$ cat config.mk
export PLATFORM = sky130hd
export DESIGN_NAME = tagged_jet_pair_pt_select_top_flat
export DESIGN_NICKNAME = d
export VERILOG_FILES = /design/src/tjps_pkg.sv /design/src/tjps_if.sv /design/src/tjps_front.sv /design/src/tjps_queue.sv /design/src/tjps_back.sv /design/src/tagged_jet_pair_pt_select_top.sv /design/src/flat_wrapper.sv
export SDC_FILE = /design/constraint.sdc
export NUM_CORES = 2
export LEC_CHECK = 0
export CAP_MARGIN = 20
export CORE_MARGIN = 2
export CORE_UTILIZATION = 35
export DETAILED_ROUTE_END_ITERATION = 6
export DONT_BUFFER_PORTS = 1
export GPL_ROUTABILITY_DRIVEN = 0
export PLACE_DENSITY = 0.55
export SYNTH_ARGS = -nofsm -noshare
export SYNTH_HDL_FRONTEND = slang
export SYNTH_SLANG_ARGS = --single-unit
export TNS_END_PERCENT = 100
$ cat constraint.sdc
create_clock -name clk -period 39.7 [get_ports clk]
set_input_delay 7.94 -clock clk [delete_from_list [all_inputs] [get_ports clk]]
set_output_delay 7.94 -clock clk [all_outputs]
set_load 0.02 [all_outputs]
$ cat src/tjps_pkg.sv
// shared types, constants and tables for the tagged jet pair momentum selector
package tjps_pkg;

    localparam int NUM_WP      = 6;
    localparam int WP_IDX_W    = $clog2(NUM_WP);
    localparam int MAX_JETS    = 64;
    localparam int CNT_W       = $clog2(MAX_JETS + 1);
    localparam int JET_IDX_W   = $clog2(MAX_JETS);
    localparam int NUM_RESULTS = 27;
    localparam int COMBO_W     = 5;
    localparam int MOM_W       = 16;
    localparam int SCORE_W     = 16;
    localparam int RAP_W       = 16;
    localparam int LIMIT_W     = 10;
    localparam int TALLY_W     = 2;
    localparam int APB_DATA_W  = 32;
    localparam int APB_ADDR_W  = 5;
    localparam int NUM_REGS    = 8;
    localparam int REG_IDX_W   = $clog2(NUM_REGS);
    localparam int QUEUE_DEPTH = 2;
    localparam int QPTR_W      = $clog2(QUEUE_DEPTH);
    localparam int QCNT_W      = $clog2(QUEUE_DEPTH + 1);

    // item kinds
    localparam logic [1:0] KIND_JET       = 2'd0;
    localparam logic [1:0] KIND_JET_END   = 2'd1;
    localparam logic [1:0] KIND_EMPTY_END = 2'd2;

    // register indexes
    localparam logic [REG_IDX_W-1:0] REG_FIRST_LOOSE   = 3'd0;
    localparam logic [REG_IDX_W-1:0] REG_FIRST_MEDIUM  = 3'd1;
    localparam logic [REG_IDX_W-1:0] REG_FIRST_TIGHT   = 3'd2;
    localparam logic [REG_IDX_W-1:0] REG_SECOND_LOOSE  = 3'd3;
    localparam logic [REG_IDX_W-1:0] REG_SECOND_MEDIUM = 3'd4;
    localparam logic [REG_IDX_W-1:0] REG_SECOND_TIGHT  = 3'd5;
    localparam logic [REG_IDX_W-1:0] REG_RAPIDITY_LIM  = 3'd6;
    localparam logic [REG_IDX_W-1:0] REG_MOM_CEILING   = 3'd7;

    localparam logic [TALLY_W-1:0] TALLY_NONE = 2'd0;
    localparam logic [TALLY_W-1:0] TALLY_ONE  = 2'd1;
    localparam logic [TALLY_W-1:0] TALLY_TWO  = 2'd2;

    typedef logic signed [SCORE_W-1:0] cut_t;
    typedef cut_t [NUM_WP-1:0] cut_arr_t;

    localparam cut_t CUT_RESET [NUM_WP] = '{
        16'sd170, 16'sd330, 16'sd1020, 16'sd119, 16'sd193, 16'sd341
    };
    localparam logic [LIMIT_W-1:0] LIMIT_RESET   = 10'd300;
    localparam logic [MOM_W-1:0]   CEILING_RESET = 16'd3198;

    typedef struct packed {
        logic [MOM_W-1:0]     leader_momentum;
        logic [JET_IDX_W-1:0] leader_jet;
        logic [MOM_W-1:0]     runner_momentum;
        logic [TALLY_W-1:0]   pass_tally;
    } wp_entry_t;

    typedef struct packed {
        wp_entry_t [NUM_WP-1:0] wp;
    } event_summary_t;

    typedef struct packed {
        logic full;
        logic head_valid;
    } queue_status_t;

    typedef struct packed {
        logic [WP_IDX_W-1:0] a;
        logic [WP_IDX_W-1:0] b;
    } wp_pair_t;

    // working points looked at for each result; singles use a alone
    localparam wp_pair_t PAIR_TABLE [NUM_RESULTS] = '{
        '{3'd0, 3'd0}, '{3'd1, 3'd1}, '{3'd2, 3'd2},
        '{3'd3, 3'd3}, '{3'd4, 3'd4}, '{3'd5, 3'd5},
        '{3'd0, 3'd0}, '{3'd0, 3'd1}, '{3'd0, 3'd2},
        '{3'd0, 3'd3}, '{3'd0, 3'd4}, '{3'd0, 3'd5},
        '{3'd1, 3'd1}, '{3'd1, 3'd2}, '{3'd1, 3'd3},
        '{3'd1, 3'd4}, '{3'd1, 3'd5},
        '{3'd2, 3'd2}, '{3'd2, 3'd3}, '{3'd2, 3'd4},
        '{3'd2, 3'd5},
        '{3'd3, 3'd3}, '{3'd3, 3'd4}, '{3'd3, 3'd5},
        '{3'd4, 3'd4}, '{3'd4, 3'd5},
        '{3'd5, 3'd5}
    };

    function automatic logic [MOM_W-1:0] umin(input logic [MOM_W-1:0] x,
                                              input logic [MOM_W-1:0] y);
        return (x < y) ? x : y;
    endfunction

endpackage

$ cat src/tjps_if.sv
// item channels: jets in, results out
interface tjps_jet_if
    import tjps_pkg::*;
    ();
    logic                valid;
    logic                ready;
    logic [1:0]          kind;
    logic [MOM_W-1:0]    momentum;
    logic signed [RAP_W-1:0]   rapidity;
    logic signed [SCORE_W-1:0] first_score;
    logic signed [SCORE_W-1:0] second_score;

    modport source (output valid, kind, momentum, rapidity, first_score, second_score,
                    input ready);
    modport sink (input valid, kind, momentum, rapidity, first_score, second_score,
                  output ready);
endinterface

interface tjps_result_if
    import tjps_pkg::*;
    ();
    logic               valid;
    logic               ready;
    logic [COMBO_W-1:0] combo;
    logic [MOM_W-1:0]   selected_momentum;
    logic               last;

    modport source (output valid, combo, selected_momentum, last, input ready);
    modport sink (input valid, combo, selected_momentum, last, output ready);
endinterface

$ cat src/tjps_front.sv
// front end: takes jets, keeps per working point leaders, hands off event summaries
module tjps_front
    import tjps_pkg::*;
(
    input  logic                clk,
    input  logic                rst_n,
    tjps_jet_if.sink            jets,
    input  cut_arr_t            cuts,
    input  logic [LIMIT_W-1:0]  limit,
    input  queue_status_t       queue_status,
    output logic                push,
    output event_summary_t      summary
);

    event_summary_t   acc_reg;
    event_summary_t   acc_next;
    logic [CNT_W-1:0] cnt_reg;
    logic [CNT_W-1:0] cnt_next;
    logic             take;
    logic             in_range;
    logic [RAP_W-1:0] abs_rap;
    logic             accept;
    logic             ends_event;

    assign jets.ready = !queue_status.full;
    assign accept     = jets.valid && jets.ready;
    assign ends_event = (jets.kind != KIND_JET);
    assign push       = accept && ends_event;
    assign summary    = acc_next;

    always_comb
    begin
        logic signed [SCORE_W-1:0] score;
        wp_entry_t                 e;
        take     = ((jets.kind == KIND_JET) || (jets.kind == KIND_JET_END))
                   && (cnt_reg < CNT_W'(MAX_JETS));
        abs_rap  = jets.rapidity[RAP_W-1] ? RAP_W'(~jets.rapidity + 1'b1)
                                          : RAP_W'(jets.rapidity);
        in_range = (abs_rap <= {{(RAP_W-LIMIT_W){1'b0}}, limit});
        cnt_next = take ? cnt_reg + 1'b1 : cnt_reg;
        acc_next = acc_reg;
        for (int i = 0; i < NUM_WP; i++)
        begin
            score = (i < NUM_WP / 2) ? jets.first_score : jets.second_score;
            e     = acc_reg.wp[i];
            if (take && in_range && (score > cuts[i]))
            begin
                if (e.pass_tally == TALLY_NONE)
                begin
                    e.leader_momentum = jets.momentum;
                    e.leader_jet      = cnt_reg[JET_IDX_W-1:0];
                    e.pass_tally      = TALLY_ONE;
                end
                else if (jets.momentum > e.leader_momentum)
                begin
                    e.runner_momentum = e.leader_momentum;
                    e.leader_momentum = jets.momentum;
                    e.leader_jet      = cnt_reg[JET_IDX_W-1:0];
                    e.pass_tally      = TALLY_TWO;
                end
                else
                begin
                    // ties stay behind the earlier leader
                    if ((e.pass_tally == TALLY_ONE) || (jets.momentum > e.runner_momentum))
                    begin
                        e.runner_momentum = jets.momentum;
                    end
                    e.pass_tally = TALLY_TWO;
                end
            end
            acc_next.wp[i] = e;
        end
    end

    always_ff @(posedge clk or negedge rst_n)
    begin
        if (!rst_n)
        begin
            acc_reg <= '0;
            cnt_reg <= '0;
        end
        else if (accept)
        begin
            if (ends_event)
            begin
                acc_reg <= '0;
                cnt_reg <= '0;
            end
            else
            begin
                acc_reg <= acc_next;
                cnt_reg <= cnt_next;
            end
        end
    end

endmodule

$ cat src/tjps_queue.sv
// short queue of finished event summaries between front and back
module tjps_queue
    import tjps_pkg::*;
(
    input  logic            clk,
    input  logic            rst_n,
    input  logic            push,
    input  event_summary_t  push_data,
    input  logic            pop,
    output event_summary_t  head,
    output queue_status_t   status
);

    event_summary_t    mem [QUEUE_DEPTH];
    logic [QPTR_W-1:0] wr_ptr_reg;
    logic [QPTR_W-1:0] rd_ptr_reg;
    logic [QCNT_W-1:0] count_reg;

    assign head              = mem[rd_ptr_reg];
    assign status.full       = (count_reg == QCNT_W'(QUEUE_DEPTH));
    assign status.head_valid = (count_reg != '0);

    always_ff @(posedge clk)
    begin
        if (push)
        begin
            mem[wr_ptr_reg] <= push_data;
        end
    end

    always_ff @(posedge clk or negedge rst_n)
    begin
        if (!rst_n)
        begin
            wr_ptr_reg <= '0;
            rd_ptr_reg <= '0;
            count_reg  <= '0;
        end
        else
        begin
            if (push)
            begin
                wr_ptr_reg <= QPTR_W'((32'(wr_ptr_reg) + 1) % QUEUE_DEPTH);
            end
            if (pop)
            begin
                rd_ptr_reg <= QPTR_W'((32'(rd_ptr_reg) + 1) % QUEUE_DEPTH);
            end
            if (push && !pop)
            begin
                count_reg <= count_reg + 1'b1;
            end
            else if (pop && !push)
            begin
                count_reg <= count_reg - 1'b1;
            end
        end
    end

endmodule

$ cat src/tjps_back.sv
// back end: walks the 27 results of the head event into the output register
module tjps_back
    import tjps_pkg::*;
(
    input  logic               clk,
    input  logic               rst_n,
    input  event_summary_t     head,
    input  queue_status_t      queue_status,
    input  logic [MOM_W-1:0]   ceiling,
    output logic               pop,
    tjps_result_if.source      results
);

    logic [COMBO_W-1:0] combo_reg;
    logic [COMBO_W-1:0] combo_next;
    logic               out_valid_reg;
    logic [COMBO_W-1:0] out_combo_reg;
    logic [MOM_W-1:0]   out_mom_reg;
    logic               out_last_reg;
    logic               load;
    logic               advance;
    logic               final_combo;
    wp_pair_t           pair;
    wp_entry_t          ea;
    wp_entry_t          eb;
    logic [MOM_W-1:0]   value;

    assign results.valid             = out_valid_reg;
    assign results.combo             = out_combo_reg;
    assign results.selected_momentum = out_mom_reg;
    assign results.last              = out_last_reg;

    assign load        = !out_valid_reg || results.ready;
    assign advance     = load && queue_status.head_valid;
    assign final_combo = (combo_reg == COMBO_W'(NUM_RESULTS - 1));
    assign pop         = advance && final_combo;
    assign combo_next  = final_combo ? '0 : combo_reg + 1'b1;

    always_comb
    begin
        logic [MOM_W-1:0] cross_ab;
        logic [MOM_W-1:0] cross_ba;
        logic [MOM_W-1:0] raw;
        pair     = PAIR_TABLE[combo_reg];
        ea       = head.wp[pair.a];
        eb       = head.wp[pair.b];
        cross_ab = umin(ea.leader_momentum, eb.runner_momentum);
        cross_ba = umin(ea.runner_momentum, eb.leader_momentum);
        if (combo_reg < COMBO_W'(NUM_WP))
        begin
            raw = (ea.pass_tally != TALLY_NONE) ? ea.leader_momentum : '0;
        end
        else if ((ea.pass_tally == TALLY_NONE) || (eb.pass_tally == TALLY_NONE))
        begin
            raw = '0;
        end
        else if (ea.leader_jet != eb.leader_jet)
        begin
            raw = umin(ea.leader_momentum, eb.leader_momentum);
        end
        else if ((ea.pass_tally == TALLY_ONE) && (eb.pass_tally == TALLY_ONE))
        begin
            // one jet leads both and nothing else passed
            raw = '0;
        end
        else if (ea.pass_tally == TALLY_ONE)
        begin
            raw = cross_ab;
        end
        else if (eb.pass_tally == TALLY_ONE)
        begin
            raw = cross_ba;
        end
        else
        begin
            raw = (cross_ab > cross_ba) ? cross_ab : cross_ba;
        end
        value = umin(raw, ceiling);
    end

    always_ff @(posedge clk or negedge rst_n)
    begin
        if (!rst_n)
        begin
            combo_reg     <= '0;
            out_valid_reg <= 1'b0;
        end
        else if (load)
        begin
            out_valid_reg <= queue_status.head_valid;
            if (advance)
            begin
                combo_reg <= combo_next;
            end
        end
    end

    always_ff @(posedge clk)
    begin
        if (advance)
        begin
            out_combo_reg <= combo_reg;
            out_mom_reg   <= value;
            out_last_reg  <= final_combo;
        end
    end

endmodule

$ cat src/tagged_jet_pair_pt_select_top.sv
// the ending item queues the summary; results then leave via the output register
// throughput: one jet per cycle unless stalled; 27 results per event, one per ready cycle
// the event queue holds two finished events; jets stall only when both slots wait
// reset: registers return to their defaults, event state and queue are cleared
// reset is asynchronous and active low
module tagged_jet_pair_pt_select_top
    import tjps_pkg::*;
(
    input  logic                  clk,
    input  logic                  rst_n,
    tjps_jet_if.sink              jets,
    tjps_result_if.source         results,
    input  logic                  psel,
    input  logic                  penable,
    input  logic                  pwrite,
    input  logic [APB_ADDR_W-1:0] paddr,
    input  logic [APB_DATA_W-1:0] pwdata,
    output logic [APB_DATA_W-1:0] prdata,
    output logic                  pready
);

    cut_arr_t             cut_reg;
    logic [LIMIT_W-1:0]   limit_reg;
    logic [MOM_W-1:0]     ceiling_reg;
    logic [REG_IDX_W-1:0] reg_idx;
    logic                 wr_en;
    logic                 push;
    logic                 pop;
    event_summary_t       summary;
    event_summary_t       head;
    queue_status_t        queue_status;

    assign pready  = 1'b1;
    assign reg_idx = paddr[APB_ADDR_W-1:2];
    assign wr_en   = psel && penable && pwrite && pready;

    always_ff @(posedge clk or negedge rst_n)
    begin
        if (!rst_n)
        begin
            for (int i = 0; i < NUM_WP; i++)
            begin
                cut_reg[i] <= CUT_RESET[i];
            end
            limit_reg   <= LIMIT_RESET;
            ceiling_reg <= CEILING_RESET;
        end
        else if (wr_en)
        begin
            unique case (reg_idx)
                REG_RAPIDITY_LIM: limit_reg   <= pwdata[LIMIT_W-1:0];
                REG_MOM_CEILING:  ceiling_reg <= pwdata[MOM_W-1:0];
                default:          cut_reg[reg_idx] <= cut_t'(pwdata[SCORE_W-1:0]);
            endcase
        end
    end

    always_comb
    begin
        unique case (reg_idx)
            REG_RAPIDITY_LIM: prdata = APB_DATA_W'(limit_reg);
            REG_MOM_CEILING:  prdata = APB_DATA_W'(ceiling_reg);
            default:          prdata = APB_DATA_W'(cut_reg[reg_idx]);
        endcase
    end

    tjps_front u_front (
        .clk          (clk),
        .rst_n        (rst_n),
        .jets         (jets),
        .cuts         (cut_reg),
        .limit        (limit_reg),
        .queue_status (queue_status),
        .push         (push),
        .summary      (summary)
    );

    tjps_queue u_queue (
        .clk       (clk),
        .rst_n     (rst_n),
        .push      (push),
        .push_data (summary),
        .pop       (pop),
        .head      (head),
        .status    (queue_status)
    );

    tjps_back u_back (
        .clk          (clk),
        .rst_n        (rst_n),
        .head         (head),
        .queue_status (queue_status),
        .ceiling      (ceiling_reg),
        .pop          (pop),
        .results      (results)
    );

endmodule
$ cat src/flat_wrapper.sv
// flat-port wrapper written by rule: the top's interface ports become plain ports
module tagged_jet_pair_pt_select_top_flat import tjps_pkg::*;
  (clk, rst_n, psel, penable, pwrite, paddr, pwdata, prdata, pready, jets_valid, jets_kind, jets_momentum, jets_rapidity, jets_first_score, jets_second_score, jets_ready, results_valid, results_combo, results_selected_momentum, results_last, results_ready);
  tjps_jet_if jets_i ();
  tjps_result_if results_i ();
  input  logic clk;
  input  logic rst_n;
  input  logic psel;
  input  logic penable;
  input  logic pwrite;
  input  logic [APB_ADDR_W-1:0] paddr;
  input  logic [APB_DATA_W-1:0] pwdata;
  output logic [APB_DATA_W-1:0] prdata;
  output logic pready;
  input wire logic [$bits(jets_i.valid)-1:0] jets_valid;
  input wire logic [$bits(jets_i.kind)-1:0] jets_kind;
  input wire logic [$bits(jets_i.momentum)-1:0] jets_momentum;
  input wire logic [$bits(jets_i.rapidity)-1:0] jets_rapidity;
  input wire logic [$bits(jets_i.first_score)-1:0] jets_first_score;
  input wire logic [$bits(jets_i.second_score)-1:0] jets_second_score;
  output wire logic [$bits(jets_i.ready)-1:0] jets_ready;
  output wire logic [$bits(results_i.valid)-1:0] results_valid;
  output wire logic [$bits(results_i.combo)-1:0] results_combo;
  output wire logic [$bits(results_i.selected_momentum)-1:0] results_selected_momentum;
  output wire logic [$bits(results_i.last)-1:0] results_last;
  input wire logic [$bits(results_i.ready)-1:0] results_ready;
  assign jets_i.valid = jets_valid;
  assign jets_i.kind = jets_kind;
  assign jets_i.momentum = jets_momentum;
  assign jets_i.rapidity = jets_rapidity;
  assign jets_i.first_score = jets_first_score;
  assign jets_i.second_score = jets_second_score;
  assign jets_ready = jets_i.ready;
  assign results_valid = results_i.valid;
  assign results_combo = results_i.combo;
  assign results_selected_momentum = results_i.selected_momentum;
  assign results_last = results_i.last;
  assign results_i.ready = results_ready;
  tagged_jet_pair_pt_select_top u_core (.clk(clk), .rst_n(rst_n), .jets(jets_i), .results(results_i), .psel(psel), .penable(penable), .pwrite(pwrite), .paddr(paddr), .pwdata(pwdata), .prdata(prdata), .pready(pready));
endmodule
Word-level counts from Yosys, hierarchy flattened
Memories as Yosys holds them, arrays and structs flattened.
Index checks and enable logic that the tools add are counted.
Operators by class
  add/subtract/negate cells: 7
  multipliers: 0
  div/mod/pow operators: 0
  order comparisons: 31
  equal/unequal tests: 14
  shift-type cells: 0
  muxes and demuxes: 75
  bitwise gates (word level): 3
  reductions and logical operators: 51
Operator list (count)
  16-bit two-way mux: 27
  40-bit two-way mux: 8
  16-bit greater-than comparator: 19
  22-bit two-way mux: 12
  40-bit binary-select mux with 3-bit select: 2
  240-bit two-way mux: 1
  18-bit two-way mux: 6
  96-bit bitwise mux: 1
  16-bit < comparator: 4
  32-bit case mux with 2 select lines: 1
  16-bit binary-select mux with 3-bit select: 1
  16-bit demux with 3-bit select: 1
  2-bit by 1-bit equality test with 1-bit output (second input constant): 9
  1-bit logical AND: 18
  2-bit zero test: 9
  16-bit by 1-bit adder with 16-bit output (second input constant): 1
  16-bit by 10-bit <= comparator with 1-bit output: 1
  2-bit two-way mux: 8
  16-bit NOT: 1
  7-bit two-way mux: 2
  3-bit by 4-bit < comparator with 1-bit output (second input constant): 3
  6-bit two-way mux: 2
  2-bit AND reduction: 5
  2-bit nonzero test: 5
  other kinds (20): 34
Storage, ports and cells
  register bits after elaboration: 401
  latch bits: 0
  RAM bits: 480
  ROM bits: 192
  input bits: 110
  output and inout bits: 57
  logic and storage cells: 224
  memories kept: 2
Memories
  u_core.u_queue.mem: depth 2, width 240, read ports 1, clocked after Yosys merged registers in 0, write ports 1, RTL line tjps_queue.sv:14  | event_summary_t mem [QUEUE_DEPTH];
  (name not given): depth 32, width 6, read ports 1, clocked after Yosys merged registers in 0, write ports 0, RTL line tjps_back.sv:44  | pair = PAIR_TABLE[combo_reg];

Longest topological paths before layout
  depth after elaboration: 18
  gate-level depth with buffers: 51
  mapped depth without buffers: 43

Cells and area by module
Synthesis repeated with hierarchy kept, for this count alone.
Unflattened totals
  cell total of the unflattened synthesis: 4775
  area, all modules: 54292.1 µm²
By module, submodules not included
  tjps_front: instances 1, cells each 2481, area each 21612.0 µm², sequential area each 6180.9 µm²
  tjps_queue: instances 1, cells each 763, area each 18295.0 µm², sequential area each 14513.9 µm²
  tjps_back: instances 1, cells each 1133, area each 8560.7 µm², sequential area each 810.8 µm²
  tagged_jet_pair_pt_select_top: instances 1, cells each 398, area each 5824.3 µm², sequential area each 3105.5 µm²

Worst setup path before layout
No wires, ideal clock.
  path kind: input -> register
  start: input port jets_valid
  end: memory u_core.u_queue.mem[0][0] (netlist bit) (enable)
  library setup time: 1134 ps
  arrival time: 24728 ps
  data required time: 38566 ps
  path slack: 13838 ps
  stages: 4
  buffers on the path: 2
  cells stage by stage: nand2_1 > clkbuf_1 > clkbuf_1 > nor3_1
On the way
  cells in the longest elaborated chain, start to end: 4
RTL lines
  start, declared: RTL line flat_wrapper.sv:15  | input wire logic [$bits(jets_i.valid)-1:0] jets_valid;
  1-bit logical AND: RTL line tjps_front.sv:26  | assign accept = jets.valid && jets.ready;
  1-bit logical AND: RTL line tjps_front.sv:28  | assign push = accept && ends_event;
  1-bit two-way mux: RTL line tjps_queue.sv:25  | if (push)
  1-bit two-way mux (implied by the code): RTL line tjps_queue.sv:27  | mem[wr_ptr_reg] <= push_data;
  end, declared: RTL line tjps_queue.sv:14
No other way between the ends.

Worst setup path in the final report
  start: input port paddr[3]
  end: output port prdata[18]
On the way
  cells in the longest elaborated chain, start to end: 3
  elaborated cells on any way between the ends: 5
  classes of those cells: eq/ne (2); mux (3)
RTL lines
  start, declared: RTL line flat_wrapper.sv:11  | input logic [APB_ADDR_W-1:0] paddr;
  16-bit binary-select mux with 3-bit select: RTL line tagged_jet_pair_pt_select_top.sv:63  | default: prdata = APB_DATA_W'(cut_reg[reg_idx]);
  16-bit two-way mux (implied by the code): RTL line tagged_jet_pair_pt_select_top.sv:63
  32-bit case mux with 2 select lines *: RTL line tagged_jet_pair_pt_select_top.sv:60  | unique case (reg_idx)
  end, declared: RTL line flat_wrapper.sv:13  | output logic [APB_DATA_W-1:0] prdata;
Every way passes the cells marked *; elsewhere a longest branch is shown, timed or not. The select of a mux whose other input is x is not followed.

==> results.json <==
{
  "ys_async_sr_fraction_pct": 43.0,
  "drt-initial-drc-count": 3664,
  "period_share_pct": 44.6,
  "max_freq_mhz": 56.5,
  "post-route-min-period_ps": 17690,
  "final.fill_count": 14300,
  "cts.htree.levels": 3,
  "ys_top_cells_by_count": "502 x edfxtp_1, 400 x nand2_1, 397 x inv_1",
  "boundaryPins": 167,
  "setup.worst_path.start_class": "primary input",
  "finalWirelength_um": 171000,
  "final_net_count": 4969,
  "yosys_warnings": 0,
  "flip_flop_cell_with_the_highest_count_after_synthesis": "edfxtp_1",
  "p_int_mw": 2.93,
  "die_area_um2": 154000,
  "tritoncts": "built",
  "timing.clock.skew_ps": 90.0,
  "critPathKind": "primary input to output port",
  "max-slew-margin-rel_pct": 13.9,
  "clock-root-buffer": "clkbuf_16",
  "hold_path_class": "flip-flop to flip-flop",
  "cts.clk_slew.worst_paths_ps": 60,
  "timing.final.ws_setup_ps": 22010,
  "clock_tree.buffer_depth": 3,
  "max_cap_viol_count": 0,
  "power.share.switching_pct": 44.1,
  "syn2layout_area_growth_pct": 10.6,
  "drc": 0,
  "p_comb_share_pct": 57.6,
  "dr_wl_met2_um": 78100,
  "globalRoute.totalOverflow": 0,
  "crit_path_top_delay_cell": "clkinv_1",
  "number_of_global_route_vias_before_repair": 37700,
  "worstMarginPinSlew_ps": 1290,
  "drt-wirelength-per-cell_um": 25.9,
  "grt_max_degree": 380,
  "status": "complete, no violations",
  "post-dp-hpwl_um": 123000,
  "routed.top_layer": "met4",
  "proportion_of_layout_cells_with_a_drive_suffix_above_1_pct": 16.5,
  "ant_nets": 0,
  "yosysMostFrequentCell": "edfxtp_1",
  "setup-violations-final": 0,
  "timing.critical_path.slowest_cell_delay_ps": 540,
  "final_max_slew_viol_count": 0,
  "cp.arrival_ps": 9750,
  "drt_pass1_iterations": 5,
  "wl_met1_um": 74300,
  "report.final.hold_viol_count": 0,
  "synth.area.top_cells": "edfxtp_1 29%, dfrtp_1 16%, ha_1 9.1%, mux4_2 8.5%, mux2_2 3.8%",
  "antenna_violations_before_repair": 2,
  "grt_first_pass_wirelength_um": 251000,
  "synth-edff-count": 502,
  "rsz0062_at_grt": "no",
  "hold_buffers": 0,
  "worstSetupEndpointType": "output port",
  "synth_largest_area_cell": "edfxtp_1",
  "synth_top_area_share_pct": 28.5,
  "largest_register_ff_count": 480,
  "post_cts_resized": 0,
  "clock_latency_ps": 750,
  "detailroute.wirelength.met3_um": 13700,
  "critical_path.cell_chain": "clkinv_1, o31ai_4, buf_4, buf_12",
  "synth_cell_type_count": 96,
  "cts_made_buffers": 101,
  "power_per_standard_cell_area_nw_per_um2": 89.7,
  "core_area_um2": 150000,
  "crit_fanout": 35,
  "post-place-ws_ps": 22010,
  "chipWidth_um": 393,
  "power.net_switching_mw": 2.31,
  "max_rail_drop_vdd_mv": 0.208,
  "post_synth_inst_count": 4574,
  "total_of_flip_flops_plus_latches_after_synthesis": 881,
  "row_count": 142,
  "clkPwrFrac_pct": 18.6,
  "total_neg_setup_slack_ps": 0,
  "worst_endpoint_required_time_ps": 31760,
  "initial_utilization_pct": 35.3,
  "track_usage_pct": 22.0,
  "synth_fp_nets": 5067,
  "dr_total_vias": 37700,
  "power.share.sequential_pct": 23.8,
  "io_buffer_count": 0,
  "leakage_nw": 22.6,
  "syn_area_per_cell_um2": 11.6,
  "die_height_um": 393,
  "register_area_share_after_synthesis_pct": 46.6,
  "clkSinkCount": 881,
  "drt-vias-per-instance": 5.73,
  "syn_area_um2": 52800,
  "post-cts-setup-buffers": 0
}
==> routing by layer <==
metal | global-route usage [%] | vias up
met3 | 4.87 | 225
met1 | 30.3 | 19200
met4 | 5.75 | 0
li1 | - | 17000
met2 | 34.8 | 1333
met5 | 0 | -
==> power by group through the flow <==
stage          Sequential (mW)  Clock (mW)  Combinational [mW]
2_1_floorplan             1.26           0                2.13
3_3_place_gp              1.26           0                2.96
3_5_place_dp              1.27           0                3.00
4_1_cts                   1.25       0.989                3.01
5_1_grt                   1.26        1.02                3.28
6_report                  1.25       0.974                3.02
==> path summary, 6_finish.rpt <==
path,startpoint,end,slack [ps],depth (start not counted)
max in group asynchronous,rst_n,u_core.cut_reg[9],32090,0
max,paddr[3],prdata[18],22010,4
max reg2reg,u_core.u_back.combo_reg[1],u_core.u_back.results.selected_momentum[7],28570,44
min reg2reg,u_core.u_front.acc_reg[128],u_core.u_front.acc_reg[128],490,1
min,u_core.u_front.acc_reg[128],u_core.u_front.acc_reg[128],490,1
min in group asynchronous,rst_n,u_core.u_front.acc_reg[21],6930,0
==> cells in the final DEF (no fill, tap or decap), types with 25 or more instances in the layout <==
cell	n
a21oi_1	123
nand2_1	398
a22oi_1	25
mux4_2	200
nand2b_1	28
mux2i_1	178
a22o_1	140
o21a_1	83
o22ai_1	46
inv_1	397
dfstp_2	42
dfrtp_1	336
o2bb2ai_1	73
clkbuf_16	103
nand3_1	51
buf_4	78
mux2_2	180
nor2b_1	49
edfxtp_1	502
a21o_1	81
nor2_1	162
a211oi_1	31
nand4_1	72
o21ai_0	364
ha_1	383
o31ai_1	27
==> metrics by stage <==
stage	hold slack, ps	utilization (%)	total power, mW	instance area [um2]	cells
global route	499	39.0	5.57	58500	6581
global placement	471	36.7	4.22	55000	6386
CTS	492	39.0	5.25	58400	6579
finish	490	39.0	5.24	58500	6582
detailed placement	473	36.7	4.26	55000	6387
floorplan	456	-	3.40	52800	4574
==> cell type report <==
cell class	count	area, um2	share of cell area, %
Timing Repair Buffer	85	692	1.18
Antenna cell	1	2.50	0.00428
Tap cell	2016	2520	4.31
Clock inverter	52	564	0.965
Sequential cell	881	24600	42.1
Clock buffer	140	2900	4.95
Inverter	398	1490	2.56
Multi-Input combinational cell	3009	25700	43.9
==> critical path, delay by kind of cell <==
kind                   cells  cell delay, ps
AOI/OAI and AO/OA          1             430
buffers and inverters      3            1330
==> cells by family (layout without fill, tap and decap cells) <==
kind of cell / after synthesis / count (layout) / synth area share, %
AO/OA/AOI/OAI: 1157 / 1157 / 15.0
XOR/XNOR: 18 / 18 / 0.298
adder cells (fa/ha/maj): 383 / 383 / 9.07
buffers and inverters: 684 / 675 / 5.20
flip-flops: 881 / 881 / 46.6
multiplexers: 568 / 568 / 16.0
other: 1 / 2 / 0.00710
AND/OR/NAND/NOR: 882 / 882 / 7.85
Note: power is estimated with default switching activity, not from simulation.
